## config.mk

```make
export PLATFORM = sky130hd
export DESIGN_NAME = ascii_number_stream_parser_unit
export DESIGN_NICKNAME = d
export VERILOG_FILES = /design/src/design/anp_pkg.sv /design/src/design/ascii_number_stream_parser_unit.sv
export VERILOG_INCLUDE_DIRS = /design/src /design/src/design
export SDC_FILE = /design/constraint.sdc
export NUM_CORES = 1
export LEC_CHECK = 0
export ABC_AREA = 1
export ABC_CLOCK_PERIOD_IN_PS = 3200
export BUFFER_PORTS_ARGS = -buffer_cell sky130_fd_sc_hd__buf_4
export CAP_MARGIN = 20
export CORE_MARGIN = 5
export CORE_UTILIZATION = 56
export CTS_CLUSTER_SIZE = 8
export DETAILED_ROUTE_END_ITERATION = 6
export PLACE_DENSITY = 0.9
export SYNTH_ARGS = -nofsm -noshare
export SYNTH_HDL_FRONTEND = slang
export SYNTH_SLANG_ARGS = --single-unit
```

## constraint.sdc

```tcl
create_clock -name aclk -period 3.2 [get_ports aclk]
set_input_delay 0.64 -clock aclk [delete_from_list [all_inputs] [get_ports aclk]]
set_output_delay 0.64 -clock aclk [all_outputs]
set_load 0.01 [all_outputs]
```

## src/design/ascii_number_stream_parser_unit_macros.svh

```systemverilog
// Assertion macros shared by the ASCII number stream parser RTL.
`ifndef ASCII_NUMBER_STREAM_PARSER_UNIT_MACROS_SVH
`define ASCII_NUMBER_STREAM_PARSER_UNIT_MACROS_SVH

// Same-cycle implication, checked on every rising clock edge outside reset.
`define ANP_ASSERT_IMPL(label, clk, rst_n, ante, cons, msg) \
    label: assert property (@(posedge clk) disable iff (!(rst_n)) (ante) |-> (cons)) \
        else $error(msg);

// Next-cycle implication, checked on every rising clock edge outside reset.
`define ANP_ASSERT_NEXT(label, clk, rst_n, ante, cons, msg) \
    label: assert property (@(posedge clk) disable iff (!(rst_n)) (ante) |=> (cons)) \
        else $error(msg);

`endif

```

## src/design/anp_pkg.sv

```systemverilog
// Package with the codes, limits and digit decoder of the ASCII number stream parser.
package anp_pkg;

    localparam int unsigned CHAR_W  = 8;
    localparam int unsigned VALUE_W = 16;
    localparam int unsigned MODE_W  = 2;
    localparam int unsigned COUNT_W = 3;
    localparam int unsigned DIGIT_W = 4;

    typedef enum logic [MODE_W-1:0] {
        MODE_UDEC = 2'd0,
        MODE_SDEC = 2'd1,
        MODE_HEX  = 2'd2,
        MODE_ALT  = 2'd3
    } mode_t;

    localparam logic [COUNT_W-1:0] LIMIT_SHORT = 3'd5;
    localparam logic [COUNT_W-1:0] LIMIT_LONG  = 3'd6;

    localparam logic [VALUE_W-1:0] DEC_OVF_BOUND = 16'd6553;
    localparam logic [DIGIT_W-1:0] DEC_OVF_DIGIT = 4'd5;
    localparam logic [VALUE_W-1:0] HEX_OVF_BOUND = 16'h0FFF;
    localparam logic [VALUE_W-1:0] NEG_MAG_MAX   = 16'd32768;
    localparam logic [VALUE_W-1:0] POS_MAG_MAX   = 16'd32767;

    localparam logic [CHAR_W-1:0] CH_SPACE = 8'h20;
    localparam logic [CHAR_W-1:0] CH_TAB   = 8'h09;
    localparam logic [CHAR_W-1:0] CH_PLUS  = 8'h2B;
    localparam logic [CHAR_W-1:0] CH_MINUS = 8'h2D;
    localparam logic [CHAR_W-1:0] CH_ZERO  = 8'h30;
    localparam logic [CHAR_W-1:0] CH_NINE  = 8'h39;
    localparam logic [CHAR_W-1:0] CH_UA    = 8'h41;
    localparam logic [CHAR_W-1:0] CH_UF    = 8'h46;
    localparam logic [CHAR_W-1:0] CH_LA    = 8'h61;
    localparam logic [CHAR_W-1:0] CH_LF    = 8'h66;
    localparam logic [CHAR_W-1:0] CH_UX    = 8'h58;
    localparam logic [CHAR_W-1:0] CH_LX    = 8'h78;

    typedef struct packed {
        logic                 valid;
        logic [DIGIT_W-1:0]   value;
    } digit_t;

    // Decodes one character as a digit of the selected base.
    function automatic digit_t decode_digit(input logic [CHAR_W-1:0] c, input logic hex);
        digit_t d;
        logic [CHAR_W-1:0] diff;
        d    = '{valid: 1'b0, value: '0};
        diff = '0;
        if (c inside {[CH_ZERO:CH_NINE]}) begin
            diff = c - CH_ZERO;
            d    = '{valid: 1'b1, value: diff[DIGIT_W-1:0]};
        end else if (hex && (c inside {[CH_UA:CH_UF]})) begin
            diff = c - CH_UA + 8'd10;
            d    = '{valid: 1'b1, value: diff[DIGIT_W-1:0]};
        end else if (hex && (c inside {[CH_LA:CH_LF]})) begin
            diff = c - CH_LA + 8'd10;
            d    = '{valid: 1'b1, value: diff[DIGIT_W-1:0]};
        end
        return d;
    endfunction

endpackage

```

## src/design/ascii_number_stream_parser_unit.sv

```systemverilog
// A character is registered in the input register and parsed there once the result slot can
// take a result; the result of a character that ends a number is registered in the result register.
// Throughput: one character per cycle through the combinational parse update; a stalled result
// halts parsing, and the input stops once the input register is full as well.
// Reset (aresetn low, synchronous) empties both registers, sets mode 0 and clears the parse
// state. A write to the mode register also clears the parse state.
`include "ascii_number_stream_parser_unit_macros.svh"

module ascii_number_stream_parser_unit (
    input  logic                                  aclk,
    input  logic                                  aresetn,
    input  logic                                  cfg_wr_en,
    input  logic [anp_pkg::MODE_W-1:0]            cfg_wr_data,
    input  logic                                  s_valid,
    output logic                                  s_ready,
    input  logic [anp_pkg::CHAR_W-1:0]            s_ch,
    output logic                                  m_valid,
    input  logic                                  m_ready,
    output logic [anp_pkg::VALUE_W-1:0]           m_value,
    output logic                                  m_ok
);

    typedef enum logic [1:0] {
        PH_SKIP,
        PH_LEADZ,
        PH_DIGIT
    } phase_t;

    anp_pkg::mode_t                     mode_reg;
    phase_t                             phase_reg, phase_next;
    logic [anp_pkg::COUNT_W-1:0]        char_count_reg, char_count_next;
    logic                               negative_reg, negative_next;
    logic [anp_pkg::VALUE_W-1:0]        accumulator_reg, accumulator_next;
    logic                               overflowed_reg, overflowed_next;
    logic                               seen_digit_reg, seen_digit_next;

    logic                               in_valid_reg;
    logic [anp_pkg::CHAR_W-1:0]         in_ch_reg;
    logic                               out_valid_reg;
    logic [anp_pkg::VALUE_W-1:0]        out_value_reg, out_value_next;
    logic                               out_ok_reg, out_ok_next;
    logic                               emit;

    logic                               proc_fire;
    logic                               hex;
    logic                               sgn;
    logic [anp_pkg::COUNT_W-1:0]        limit;
    logic                               do_digit;
    anp_pkg::digit_t                    dig;
    logic [anp_pkg::VALUE_W-1:0]        acc_times10;

    // The character in the input register is processed once the result slot can take a result.
    assign proc_fire = in_valid_reg && (!out_valid_reg || m_ready);
    assign s_ready   = !in_valid_reg || proc_fire;

    assign hex   = (mode_reg == anp_pkg::MODE_HEX);
    assign sgn   = (mode_reg == anp_pkg::MODE_SDEC);
    assign limit = (hex || sgn) ? anp_pkg::LIMIT_LONG : anp_pkg::LIMIT_SHORT;
    assign dig   = anp_pkg::decode_digit(in_ch_reg, hex);
    assign acc_times10 = {accumulator_reg[anp_pkg::VALUE_W-4:0], 3'b000}
                       + {accumulator_reg[anp_pkg::VALUE_W-2:0], 1'b0};

    always_comb begin
        phase_next       = phase_reg;
        char_count_next  = char_count_reg;
        negative_next    = negative_reg;
        accumulator_next = accumulator_reg;
        overflowed_next  = overflowed_reg;
        seen_digit_next  = seen_digit_reg;
        out_value_next   = '0;
        out_ok_next      = 1'b0;
        emit             = 1'b0;
        do_digit         = 1'b0;

        case (phase_reg)
            PH_SKIP: begin
                if (in_ch_reg == anp_pkg::CH_SPACE || in_ch_reg == anp_pkg::CH_TAB) begin
                    do_digit = 1'b0;
                end else if (sgn && (in_ch_reg == anp_pkg::CH_MINUS ||
                                     in_ch_reg == anp_pkg::CH_PLUS)) begin
                    negative_next   = (in_ch_reg == anp_pkg::CH_MINUS);
                    char_count_next = 3'd1;
                    phase_next      = PH_DIGIT;
                end else if (hex && in_ch_reg == anp_pkg::CH_ZERO) begin
                    accumulator_next = '0;
                    seen_digit_next  = 1'b1;
                    char_count_next  = 3'd1;
                    phase_next       = PH_LEADZ;
                end else begin
                    phase_next = PH_DIGIT;
                    do_digit   = 1'b1;
                end
            end
            PH_LEADZ: begin
                phase_next = PH_DIGIT;
                if (hex && (in_ch_reg == anp_pkg::CH_LX || in_ch_reg == anp_pkg::CH_UX)) begin
                    seen_digit_next  = 1'b0;
                    accumulator_next = '0;
                    char_count_next  = 3'd2;
                end else begin
                    do_digit = 1'b1;
                end
            end
            default: begin
                do_digit = 1'b1;
            end
        endcase

        if (do_digit) begin
            if (char_count_reg < limit && dig.valid) begin
                if (hex) begin
                    if (accumulator_reg > anp_pkg::HEX_OVF_BOUND) begin
                        overflowed_next = 1'b1;
                    end else begin
                        accumulator_next = {accumulator_reg[anp_pkg::VALUE_W-5:0], dig.value};
                    end
                end else begin
                    if (accumulator_reg > anp_pkg::DEC_OVF_BOUND ||
                        (accumulator_reg == anp_pkg::DEC_OVF_BOUND &&
                         dig.value > anp_pkg::DEC_OVF_DIGIT)) begin
                        overflowed_next = 1'b1;
                    end else begin
                        accumulator_next = acc_times10 + {12'd0, dig.value};
                    end
                end
                seen_digit_next = 1'b1;
                char_count_next = char_count_reg + 3'd1;
            end else begin
                // This character ends the number; the parse returns to skipping whitespace.
                emit        = 1'b1;
                out_ok_next = seen_digit_reg && !overflowed_reg;
                if (out_ok_next) begin
                    if (sgn && negative_reg) begin
                        if (accumulator_reg > anp_pkg::NEG_MAG_MAX) begin
                            out_ok_next = 1'b0;
                        end else begin
                            out_value_next = 16'd0 - accumulator_reg;
                        end
                    end else if (sgn) begin
                        if (accumulator_reg > anp_pkg::POS_MAG_MAX) begin
                            out_ok_next = 1'b0;
                        end else begin
                            out_value_next = accumulator_reg;
                        end
                    end else begin
                        out_value_next = accumulator_reg;
                    end
                end
                phase_next       = PH_SKIP;
                char_count_next  = '0;
                negative_next    = 1'b0;
                accumulator_next = '0;
                overflowed_next  = 1'b0;
                seen_digit_next  = 1'b0;
            end
        end
    end

    always_ff @(posedge aclk) begin
        if (!aresetn) begin
            mode_reg        <= anp_pkg::MODE_UDEC;
            phase_reg       <= PH_SKIP;
            char_count_reg  <= '0;
            negative_reg    <= 1'b0;
            accumulator_reg <= '0;
            overflowed_reg  <= 1'b0;
            seen_digit_reg  <= 1'b0;
            in_valid_reg    <= 1'b0;
            out_valid_reg   <= 1'b0;
        end else begin
            if (s_valid && s_ready) begin
                in_valid_reg <= 1'b1;
            end else if (proc_fire) begin
                in_valid_reg <= 1'b0;
            end

            if (proc_fire && emit) begin
                out_valid_reg <= 1'b1;
            end else if (m_ready) begin
                out_valid_reg <= 1'b0;
            end

            if (cfg_wr_en) begin
                mode_reg        <= anp_pkg::mode_t'(cfg_wr_data);
                phase_reg       <= PH_SKIP;
                char_count_reg  <= '0;
                negative_reg    <= 1'b0;
                accumulator_reg <= '0;
                overflowed_reg  <= 1'b0;
                seen_digit_reg  <= 1'b0;
            end else if (proc_fire) begin
                phase_reg       <= phase_next;
                char_count_reg  <= char_count_next;
                negative_reg    <= negative_next;
                accumulator_reg <= accumulator_next;
                overflowed_reg  <= overflowed_next;
                seen_digit_reg  <= seen_digit_next;
            end
        end
    end

    always_ff @(posedge aclk) begin
        if (s_valid && s_ready) begin
            in_ch_reg <= s_ch;
        end
        if (proc_fire && emit) begin
            out_value_reg <= out_value_next;
            out_ok_reg    <= out_ok_next;
        end
    end

    assign m_valid = out_valid_reg;
    assign m_value = out_value_reg;
    assign m_ok    = out_ok_reg;

    `ANP_ASSERT_IMPL(a_fail_value_zero, aclk, aresetn, m_valid && !m_ok, m_value == '0,
                     "failed parse with nonzero value")
    `ANP_ASSERT_NEXT(a_cfg_clears, aclk, aresetn, cfg_wr_en,
                     phase_reg == PH_SKIP && char_count_reg == '0,
                     "mode write did not clear parse state")
    `ANP_ASSERT_IMPL(a_leadz_hex, aclk, aresetn, phase_reg == PH_LEADZ,
                     mode_reg == anp_pkg::MODE_HEX, "leading zero phase outside hex mode")
    `ANP_ASSERT_IMPL(a_count_limit, aclk, aresetn, 1'b1,
                     char_count_reg <= anp_pkg::LIMIT_LONG, "character count beyond limit")

endmodule

```

# After elaboration in Yosys (flattened, before gate mapping)
# Cells that the tools add are included.
[totals]
reg_bits = 53
inputBits = 15
out_inout_bits = 19
elab_cells = 150
[classes]
addsub = 9
n_lt_le_gt_ge = 12
eq_ne = 18
mux = 62
n_bitwise = 3
reduce_logical = 34
[ops]
columns = ["operator", "count"]
rows = [
  ["$mux 16", 13],
  ["$eq 8x6->1 const B", 4],
  ["$pmux 16 s2", 1],
  ["$mux 1", 29],
  ["$mux 3", 6],
  ["$add 16x16->16", 1],
  ["$add 16x4->16", 1],
  ["$eq 16x13->1 const B", 1],
  ["$eq 8x7->1 const B", 2],
  ["$ge 8x7->1 const B", 2],
  ["$gt 16x12->1 const B", 1],
  ["$gt 16x13->1 const B", 1],
  ["$gt 16x15->1 const B", 1],
  ["$gt 16x16->1 const B", 1],
  ["$le 8x7->1 const B", 2],
  ["$sub 1x16->16 const A", 1],
  ["$logic_and 1x1->1", 15],
  ["$mux 5", 3],
  ["$mux 2", 6],
  ["$ne 3x3->1 const B", 4],
  ["$sub 4x1->4 const B", 3],
  ["$add 4x4->4 const B", 2],
  ["$eq 8x4->1 const B", 1],
  ["$ge 8x6->1 const B", 1],
  ["22 further kinds", 36],
]

# Logic depth before layout (Yosys ltp)
# Gate-level depths: netlist (run 1).
[depth]
word_depth = 13
depth_mapped = 25
mapped_depth_nobuf = 25

# Worst setup path before layout (run 1)
# No wires, ideal clock.
[synth_timing]
path_kind = "flip-flop to flip-flop"
start = "reg in_ch_reg[0] (netlist bit)"
end = "reg accumulator_reg[12] (netlist bit)"
setup_ns = 0.135
t_arrival_ns = 3.123
required_ns = 3.065
slack_ns = -0.058
stages_incl_launch_ff = 21
n_path_buf = 0
synth_period_minus_slack_ns = 3.258
path_cell_list = "edfxtp_1 -> inv_1 -> ha_1 -> nand2_2 -> or2_1 -> nand3_2 -> nand2_4 -> inv_1 -> a21oi_1 -> fa_1 -> inv_1 -> fa_1 -> inv_1 -> nand3_1 -> nand2_1 -> a21oi_1 -> o21bai_1 -> xor2_1 -> o21ai_0 -> nand2_1 -> a21oi_2"
[synth_via]
elab_chain_cells = 13
elab_cells_between_ends = 52
classes_between = "add/sub (6); order compare (7); eq/ne (7); mux (18); reduce/logical (14)"
[synth_rtl]
columns = ["item", "line", "rtl"]
rows = [
  ["start, declared", "ascii_number_stream_parser_unit.sv:38", "logic [anp_pkg::CHAR_W-1:0] in_ch_reg;"],
  ["start signal, assigned", "ascii_number_stream_parser_unit.sv:204", "in_ch_reg <= s_ch;"],
  ["parallel branches: the longest is 12 deep, another holds $add 16x4->16", "-", ""],
  ["$mux 16 *", "ascii_number_stream_parser_unit.sv:109", "if (do_digit) begin"],
  ["end signal, assigned", "ascii_number_stream_parser_unit.sv:195", "accumulator_reg <= accumulator_next;"],
  ["end, declared", "ascii_number_stream_parser_unit.sv:33", "logic [anp_pkg::VALUE_W-1:0] accumulator_reg, accumulator_next;"],
]
# Mark *: on every way between the ends.
# A chain may end at the register's enable or synchronous reset.

# Final worst setup path (run 1)
[layout_timing]
start = "reg in_ch_reg[0] (netlist bit)"
end = "reg accumulator_reg[8] (netlist bit)"
# Same word-level chain as after synthesis.

==> metrics.txt, run 1 <==
# TYPE chip_impl_metric gauge
chip_impl_info{name="status",value="complete, but fails checks"} 1
chip_impl_info{name="violated_checks",value="negative setup slack"} 1
chip_impl_metric{name="overflow_after_grt",unit=""} 0
chip_impl_info{name="crit_path_end_kind",value="flop"} 1
chip_impl_info{name="whs_endpoint",value="char_count_reg[2]"} 1
chip_impl_metric{name="footprint_of_the_flip_flops_and_latches",unit="sq um"} 1310
chip_impl_metric{name="rows",unit=""} 32
chip_impl_metric{name="fmaxAchievable",unit="MHz"} 301
chip_impl_info{name="ctsRootBufferMaster",value="sky130_fd_sc_hd__clkbuf_8"} 1
chip_impl_metric{name="fin_skew",unit="ns"} 0.00556
chip_impl_metric{name="grt_max_degree",unit=""} 19
chip_impl_metric{name="power.total",unit="mW"} 1.49
chip_impl_metric{name="timing.final.max_slew_violations",unit=""} 0
chip_impl_metric{name="routed_wl",unit="um"} 12300
chip_impl_metric{name="die_width",unit="um"} 99.9
chip_impl_metric{name="worst-r2r-setup-slack",unit="ns"} -0.13
chip_impl_metric{name="worst_hold_path_cell_count",unit=""} 1
chip_impl_metric{name="report.final.setup_viol",unit=""} 9
chip_impl_metric{name="synth_cell_types",unit=""} 46
chip_impl_metric{name="pwr-share-clk",unit="%"} 37.4
chip_impl_metric{name="yosysSeqAreaShare",unit="%"} 29.0
chip_impl_metric{name="sequentialPowerShare",unit="%"} 49.9
chip_impl_metric{name="detailroute.via_count",unit=""} 4530
chip_impl_metric{name="vias_in_the_first_global_route",unit=""} 4329
chip_impl_metric{name="share_comb_of_total_power",unit="%"} 12.7
chip_impl_metric{name="io_pins",unit=""} 34
chip_impl_metric{name="synth-seq-cells",unit=""} 53
chip_impl_metric{name="syn_inst",unit=""} 631
chip_impl_metric{name="worst_ir_drop_vdd",unit="mV"} 0.327
chip_impl_info{name="nature_of_the_critical_path_startpoint",value="flop"} 1
chip_impl_metric{name="drt-pass1-iter-count",unit=""} 5
chip_impl_metric{name="drt.antenna.violating_nets",unit=""} 0
chip_impl_metric{name="final.fill_count",unit=""} 655
chip_impl_info{name="worst_hold_path_type",value="reg2reg"} 1
chip_impl_metric{name="worst_skew_pair.late_latency",unit="ns"} 0.31
chip_impl_info{name="worstSetupPathType",value="reg2reg"} 1
chip_impl_metric{name="worst_pin_slew",unit="ns"} 0.910
chip_impl_metric{name="cts_buffer_depth",unit=""} 2
chip_impl_metric{name="tritoncts_num_sinks",unit=""} 53
chip_impl_metric{name="drt_first_iter_violations",unit=""} 416
chip_impl_info{name="r2r_start",value="in_ch_reg[0]"} 1
chip_impl_metric{name="critPathArrivalTime",unit="ns"} 3.59
chip_impl_metric{name="place.detailed.instances",unit=""} 773
chip_impl_metric{name="layoutNonFillerInstCount",unit=""} 789
chip_impl_metric{name="core_area",unit="sq um"} 7810
chip_impl_info{name="reg2reg_to",value="accumulator_reg[8]"} 1
chip_impl_metric{name="grt_util_all_layers",unit="%"} 23.8
chip_impl_metric{name="port_buffers",unit=""} 33
chip_impl_metric{name="switching_share",unit="%"} 24.8
chip_impl_metric{name="avgSynthCellArea",unit="sq um"} 7.17
chip_impl_metric{name="finalNetCount",unit=""} 738
chip_impl_metric{name="h-tree-depth",unit=""} 2
chip_impl_metric{name="internal_power_component",unit="mW"} 1.12
chip_impl_metric{name="drv_cap",unit=""} 0
chip_impl_metric{name="num_antenna_cells",unit=""} 0
chip_impl_info{name="hold_path_start",value="char_count_reg[2]"} 1
chip_impl_metric{name="mappedNetlistNets",unit=""} 683
chip_impl_metric{name="grt_pass1_wl",unit="um"} 19500
chip_impl_info{name="tritoncts",value="done"} 1
chip_impl_metric{name="hold_slack",unit="ns"} 0.476
chip_impl_info{name="rsz_0062_raised_after_global_routing",value="true"} 1
chip_impl_metric{name="synth-warning-count",unit=""} 0
chip_impl_metric{name="worst-endpoint-required",unit="ns"} 3.46
chip_impl_metric{name="pre_cts_ws",unit="ns"} -0.151
chip_impl_metric{name="power_per_cell_area",unit="nW/um^2"} 277
chip_impl_metric{name="die_area",unit="sq um"} 9980
chip_impl_metric{name="hold_viol",unit=""} 0
chip_impl_metric{name="final.period_utilization",unit="%"} 104
chip_impl_metric{name="detail_route.drc_violations",unit=""} 0
chip_impl_metric{name="cts.clk_slew.worst_paths",unit="ns"} 0.10
chip_impl_metric{name="area_growth_syn_to_layout",unit="%"} 18.5
chip_impl_metric{name="post_dp_cell_area",unit="sq um"} 4980
chip_impl_metric{name="wl_per_cell",unit="um"} 15.6
chip_impl_metric{name="final_cell_area",unit="sq um"} 5360
chip_impl_metric{name="drt-vias-per-instance",unit=""} 5.74
chip_impl_metric{name="reg2reg_depth",unit=""} 23
chip_impl_metric{name="die_y",unit="um"} 99.9
chip_impl_metric{name="setup_ws",unit="ns"} -0.125
chip_impl_metric{name="grt_antenna_before_repair",unit=""} 0
chip_impl_metric{name="post_route_cells_drive_above_1_share",unit="%"} 26.3
chip_impl_metric{name="place_congestion",unit=""} 0.982
chip_impl_metric{name="layout_min_cycle_time",unit="ns"} 3.33
chip_impl_metric{name="worst_path_maximum_fanout",unit=""} 4
chip_impl_metric{name="fin_util",unit="%"} 68.7
chip_impl_metric{name="leakage",unit="nW"} 2.56
chip_impl_metric{name="synth_area",unit="sq um"} 4530
chip_impl_metric{name="place.detailed.hpwl",unit="um"} 9040
chip_impl_metric{name="relSlewSlack",unit="%"} 39.1
chip_impl_metric{name="cts_made_buffers",unit=""} 5
chip_impl_metric{name="multi_input_comb_area",unit="sq um"} 2980
chip_impl_metric{name="setup_total_negative_slack",unit="ns"} -0.671
chip_impl_metric{name="starting_density_of_the_core",unit="%"} 58.0
chip_impl_metric{name="p_sw",unit="uW"} 368
-- worst max-delay path: stages (launching register included) --
cell and delay (ns):
sky130_fd_sc_hd__edfxtp_1 0.47, sky130_fd_sc_hd__inv_2 0.12, sky130_fd_sc_hd__ha_4 0.15, sky130_fd_sc_hd__nand2_4 0.06, sky130_fd_sc_hd__or2_1 0.22, sky130_fd_sc_hd__nand3_2 0.11, sky130_fd_sc_hd__nand2_4 0.06, sky130_fd_sc_hd__inv_4 0.07
sky130_fd_sc_hd__a21oi_4 0.04, sky130_fd_sc_hd__fa_2 0.54, sky130_fd_sc_hd__inv_2 0.05, sky130_fd_sc_hd__fa_2 0.40, sky130_fd_sc_hd__inv_2 0.06, sky130_fd_sc_hd__nand3_2 0.07, sky130_fd_sc_hd__nand2_4 0.10, sky130_fd_sc_hd__nand2_1 0.06
sky130_fd_sc_hd__nand2_1 0.07, sky130_fd_sc_hd__xor2_1 0.19, sky130_fd_sc_hd__nand3_1 0.10, sky130_fd_sc_hd__nand2_1 0.08, sky130_fd_sc_hd__nand2_1 0.05, sky130_fd_sc_hd__nand3_1 0.07, sky130_fd_sc_hd__nand2_1 0.05, sky130_fd_sc_hd__inv_1 0.07
-- metal layers --
metal / track usage [%] / share of wire (%) / vias to the layer above
li1: - / - / 2162
met1: 27.7 / 39 / 2124
met2: 43.3 / 51 / 194
met3: 3.89 / 6.0 / 50
met4: 9.24 / 4.2 / 0
met5: 0 / 0 / -
-- cells in the mapped netlist (all sizes together) --
library cell | n | share of area [%]
nor4 | 1 | 0.14
nand3b | 3 | 0.50
o211ai | 2 | 0.33
nor3b | 1 | 0.41
a21oi | 40 | 5.3
buf | 10 | 2.0
a21boi | 1 | 0.17
a31oi | 1 | 0.14
o21bai | 1 | 0.17
nand2 | 169 | 16
nor2 | 85 | 8.6
nand3 | 67 | 8.4
xor2 | 19 | 3.7
edfxtp | 25 | 17
nand4 | 8 | 1.2
o2111ai | 1 | 0.19
a211oi | 1 | 0.17
clkbuf | 7 | 0.58
fa | 2 | 0.88
inv | 82 | 6.9
nor3 | 5 | 1.1
o22ai | 1 | 0.14
dfxtp | 28 | 12
xnor2 | 3 | 0.58
ha | 35 | 9.7
a21o | 1 | 0.17
a311oi | 1 | 0.19
or2 | 1 | 0.14
o21ai | 30 | 3.6
-- power groups by stage --
stage                     clock network (mW)  registers, mW  logic, mW
final                                  0.556          0.742      0.188
after global routing                   0.597          0.744      0.205
after CTS                              0.558          0.742      0.179
after detailed placement                   0          0.757      0.172
after global placement                     0          0.755      0.166
after floorplan                            0          0.761     0.0990
-- how the worst max path moves through the flow --
stage,from,endpoint,slack [ns],depth (start not counted)
after global routing,in_ch_reg[0],accumulator_reg[14],-0.27,22
after floorplan,in_ch_reg[1],accumulator_reg[12],0.008,20
after CTS,in_ch_reg[0],accumulator_reg[8],0.001,23
after detailed placement,in_ch_reg[1],accumulator_reg[13],-0.15,22
final,in_ch_reg[0],accumulator_reg[8],-0.13,23
after global placement,in_ch_reg[0],accumulator_reg[12],-0.01,20
-- cells by family after synthesis --
group,count (synthesis),synth area share [%]
AO/OA/AOI/OAI,80,10.6
flip-flops,53,29.0
AND/OR/NAND/NOR,340,36.3
adder cells (fa/ha/maj),37,10.6
buffers and inverters,99,9.40
XOR/XNOR,22,4.26
-- repair_timing --
item	4_1_cts	5_1_grt
endpoints found under the setup margin	9	11
hold buffers	0	0
gates resized for setup	21	23
buffers inserted	3	5
pin swaps	14	19
-- layout make-up --
class,count,area share (%)
Multi-Input combinational cell,479,55.6
Sequential cell,53,24.5
Timing Repair Buffer,65,9.17
Inverter,82,5.83
Tap cell,102,2.38
Clock buffer,5,1.28
Clock inverter,3,1.28
-- cells in the final DEF, fill, tap and decap left out, drive strengths merged, types with 2 or more instances in the layout --
cell type  count
nand2        169
nor2          85
inv           83
nand3         67
buf           65
a21oi         40
ha            35
o21ai         30
dfxtp         28
edfxtp        25
xor2          19
nand4          8
clkbuf         5
nor3           5
nand3b         3
xnor2          3
o211ai         2
fa             2
bufinv         2
Note: power is estimated with default switching activity, not from simulation.
==> inputs of run 2 (changes only) <==
--- a/config.mk
+++ b/config.mk
@@ -7,14 +7,14 @@
 export NUM_CORES = 1
 export LEC_CHECK = 0
 export ABC_AREA = 1
-export ABC_CLOCK_PERIOD_IN_PS = 3200
+export ABC_CLOCK_PERIOD_IN_PS = 3100
 export BUFFER_PORTS_ARGS = -buffer_cell sky130_fd_sc_hd__buf_4
 export CAP_MARGIN = 20
 export CORE_MARGIN = 5
-export CORE_UTILIZATION = 56
+export CORE_UTILIZATION = 62
 export CTS_CLUSTER_SIZE = 8
 export DETAILED_ROUTE_END_ITERATION = 6
-export PLACE_DENSITY = 0.9
+export PLACE_DENSITY = 0.8
 export SYNTH_ARGS = -nofsm -noshare
 export SYNTH_HDL_FRONTEND = slang
 export SYNTH_SLANG_ARGS = --single-unit
==> constraint.sdc (replaced) <==
create_clock -name aclk -period 3.1 [get_ports aclk]
set_input_delay 0.62 -clock aclk [delete_from_list [all_inputs] [get_ports aclk]]
set_output_delay 0.62 -clock aclk [all_outputs]
set_load 0.01 [all_outputs]
==> run 2 against run 1 <==
Net effect: the flow still finishes with violations (negative setup slack); sequential cell count is the same; non-clock buffer count grew 4; critical path depth shrank 2; global-route usage grew 2.5 points; setup slack lost 0.0056 ns; register-to-register slack is essentially flat; power shrank 8.0%; fmax grew 2.9%; sequential share of layout area grew 0.55 points; hold slack lost 0.0069 ns.
==> metrics.txt, run 2 (synthesis results as in run 1) <==
# TYPE chip_impl_metric gauge
chip_impl_metric{name="hold_slack",unit="ns"} 0.469
chip_impl_metric{name="io_pins",unit=""} 34
chip_impl_info{name="worst_hold_path_type",value="reg2reg"} 1
chip_impl_metric{name="worst_ir_drop_vdd",unit="mV"} 0.286
chip_impl_metric{name="critPathArrivalTime",unit="ns"} 3.42
chip_impl_metric{name="leakage",unit="nW"} 2.56
chip_impl_metric{name="tritoncts_num_sinks",unit=""} 53
chip_impl_metric{name="place.detailed.instances",unit=""} 776
chip_impl_metric{name="setup_total_negative_slack",unit="ns"} -0.393
chip_impl_metric{name="place.detailed.hpwl",unit="um"} 9040
chip_impl_metric{name="detailroute.via_count",unit=""} 4370
chip_impl_metric{name="grt_util_all_layers",unit="%"} 26.3
chip_impl_metric{name="setup_ws",unit="ns"} -0.131
chip_impl_metric{name="global_route.usage.met2",unit="%"} 49.3
chip_impl_metric{name="detail_route.drc_violations",unit=""} 0
chip_impl_metric{name="grt_antenna_before_repair",unit=""} 0
chip_impl_metric{name="starting_density_of_the_core",unit="%"} 63.1
chip_impl_info{name="tritoncts",value="done"} 1
chip_impl_metric{name="cts_made_buffers",unit=""} 5
chip_impl_metric{name="drv_cap",unit=""} 0
chip_impl_info{name="r2r_start",value="in_ch_reg[0]"} 1
chip_impl_metric{name="port_buffers",unit=""} 33
chip_impl_metric{name="worst-endpoint-required",unit="ns"} 3.29
chip_impl_metric{name="drt_first_iter_violations",unit=""} 280
chip_impl_info{name="worstSetupPathType",value="reg2reg"} 1
chip_impl_info{name="crit_path_end_kind",value="flop"} 1
chip_impl_metric{name="timing.final.max_slew_violations",unit=""} 0
chip_impl_metric{name="die_area",unit="sq um"} 9110
chip_impl_metric{name="routed_wl",unit="um"} 11600
chip_impl_info{name="ctsRootBufferMaster",value="sky130_fd_sc_hd__clkbuf_8"} 1
chip_impl_metric{name="grt_pass1_wl",unit="um"} 18900
chip_impl_metric{name="drt-pass1-iter-count",unit=""} 6
chip_impl_info{name="violated_checks",value="negative setup slack"} 1
chip_impl_metric{name="fin_skew",unit="ns"} 0.00592
chip_impl_metric{name="worst_skew_pair.late_latency",unit="ns"} 0.32
chip_impl_metric{name="overflow_after_grt",unit=""} 0
chip_impl_info{name="nature_of_the_critical_path_startpoint",value="flop"} 1
chip_impl_metric{name="cts.clk_slew.worst_paths",unit="ns"} 0.10
chip_impl_metric{name="fin_util",unit="%"} 73.1
chip_impl_info{name="critical_path.startpoint",value="in_ch_reg[0]"} 1
chip_impl_metric{name="report.final.setup_viol",unit=""} 7
chip_impl_metric{name="worst_path_maximum_fanout",unit=""} 4
chip_impl_info{name="mostFrequentLayoutCells",value="144 x sky130_fd_sc_hd__nand2_1, 70 x sky130_fd_sc_hd__inv_1, 68 x sky130_fd_sc_hd__buf_4, 66 x sky130_fd_sc_hd__nor2_1, 56 x sky130_fd_sc_hd__nand3_1"} 1
chip_impl_metric{name="post_route_cells_drive_above_1_share",unit="%"} 24.9
chip_impl_metric{name="hold_buffers",unit=""} 0
chip_impl_metric{name="num_antenna_cells",unit=""} 0
chip_impl_metric{name="drt.antenna.violating_nets",unit=""} 0
chip_impl_metric{name="groute.layer.met3.usage",unit="%"} 3.39
chip_impl_metric{name="layoutNonFillerInstCount",unit=""} 790
chip_impl_info{name="rsz_0062_raised_after_global_routing",value="true"} 1
chip_impl_metric{name="pre_cts_ws",unit="ns"} -0.175
chip_impl_info{name="hold_path_start",value="char_count_reg[2]"} 1
chip_impl_metric{name="h-tree-depth",unit=""} 2
chip_impl_metric{name="grt_max_degree",unit=""} 20
chip_impl_metric{name="vias_in_the_first_global_route",unit=""} 4217
chip_impl_metric{name="hold_viol",unit=""} 0
chip_impl_metric{name="die_y",unit="um"} 95.4
chip_impl_metric{name="layout_min_cycle_time",unit="ns"} 3.23
chip_impl_metric{name="area_growth_syn_to_layout",unit="%"} 15.8
chip_impl_metric{name="grt_use_met1",unit="%"} 31.0
chip_impl_metric{name="finalNetCount",unit=""} 742
chip_impl_metric{name="core_area",unit="sq um"} 7180
chip_impl_metric{name="cts_buffer_depth",unit=""} 2
chip_impl_metric{name="power_per_cell_area",unit="nW/um^2"} 261
chip_impl_metric{name="final.period_utilization",unit="%"} 104
chip_impl_info{name="globalRoute.busiestLayer",value="met2"} 1
chip_impl_metric{name="rows",unit=""} 31
chip_impl_metric{name="relSlewSlack",unit="%"} 59.0
chip_impl_metric{name="worst_pin_slew",unit="ns"} 0.615
chip_impl_metric{name="place_congestion",unit=""} 0.967
chip_impl_metric{name="drt-vias-per-instance",unit=""} 5.53
chip_impl_metric{name="wl_per_cell",unit="um"} 14.7
chip_impl_metric{name="die_width",unit="um"} 95.4
chip_impl_info{name="status",value="complete, but fails checks"} 1
chip_impl_metric{name="fmaxAchievable",unit="MHz"} 310
chip_impl_info{name="layout_commonest_cell",value="sky130_fd_sc_hd__nand2_1"} 1
==> run 2: worst max-delay path, stage by stage, from the launching register on <==
cell                       delay (ns)
sky130_fd_sc_hd__edfxtp_1        0.47
sky130_fd_sc_hd__inv_2           0.12
sky130_fd_sc_hd__ha_4            0.14
sky130_fd_sc_hd__nand2_2         0.06
sky130_fd_sc_hd__or2_1           0.22
sky130_fd_sc_hd__nand3_2         0.10
sky130_fd_sc_hd__nand2_4         0.06
sky130_fd_sc_hd__inv_4           0.06
sky130_fd_sc_hd__nor2_2          0.04
sky130_fd_sc_hd__ha_1            0.29
sky130_fd_sc_hd__ha_2            0.17
sky130_fd_sc_hd__inv_1           0.06
sky130_fd_sc_hd__fa_2            0.39
sky130_fd_sc_hd__inv_2           0.06
sky130_fd_sc_hd__nand3_2         0.07
sky130_fd_sc_hd__nand2_4         0.11
sky130_fd_sc_hd__a21oi_2         0.08
sky130_fd_sc_hd__o21bai_1        0.18
sky130_fd_sc_hd__xor2_1          0.20
sky130_fd_sc_hd__o21ai_1         0.08
sky130_fd_sc_hd__nand2_1         0.07
sky130_fd_sc_hd__a21oi_2         0.05
==> run 2: stage by stage <==
step / power (mW) / instance area (sq um)
2_1_floorplan: 0.888 / 4550
3_3_place_gp: 0.956 / 5030
3_5_place_dp: 0.963 / 5030
4_1_cts: 1.37 / 5140
5_1_grt: 1.42 / 5240
6_report: 1.37 / 5240
==> run 2: cell type report <==
class	instances	area (sq um)
sequential	53	1310
multi-input combinational	479	2890
clock inverter	3	20.0
clock buffer	5	68.8
timing repair buffer	69	515
fill	604	1930
tap	99	124
inverter	82	313
==> run 2: routing by layer <==
metal / share of wire (%) / wire length (um)
met3: 5.5 / 644
met2: 52 / 6080
met5: 0 / 0
met1: 40 / 4640
met4: 2.1 / 241
==> run 2: worst paths after layout <==
check                           cells after the start                   to  slack [ns]
worst max-delay path                               21  accumulator_reg[12]       -0.13
worst min register to register                      1    char_count_reg[2]        0.47
worst max register to register                     21  accumulator_reg[12]       -0.13
worst min-delay path                                1    char_count_reg[2]        0.47
==> run 2: where the power goes <==
part	leakage (nW)	internal (mW)	switching (mW)
logic	2.04	0.0746	0.115
registers	0.466	0.754	0.0119
clock network	0.0489	0.162	0.251
==> run 2: what timing repair did <==
action / in CTS / in global routing
setup buffers: 1 / 4
endpoints found under the setup margin: 10 / 12
gates cloned: 0 / 0
resized for setup: 4 / 17
pin swaps: 4 / 23
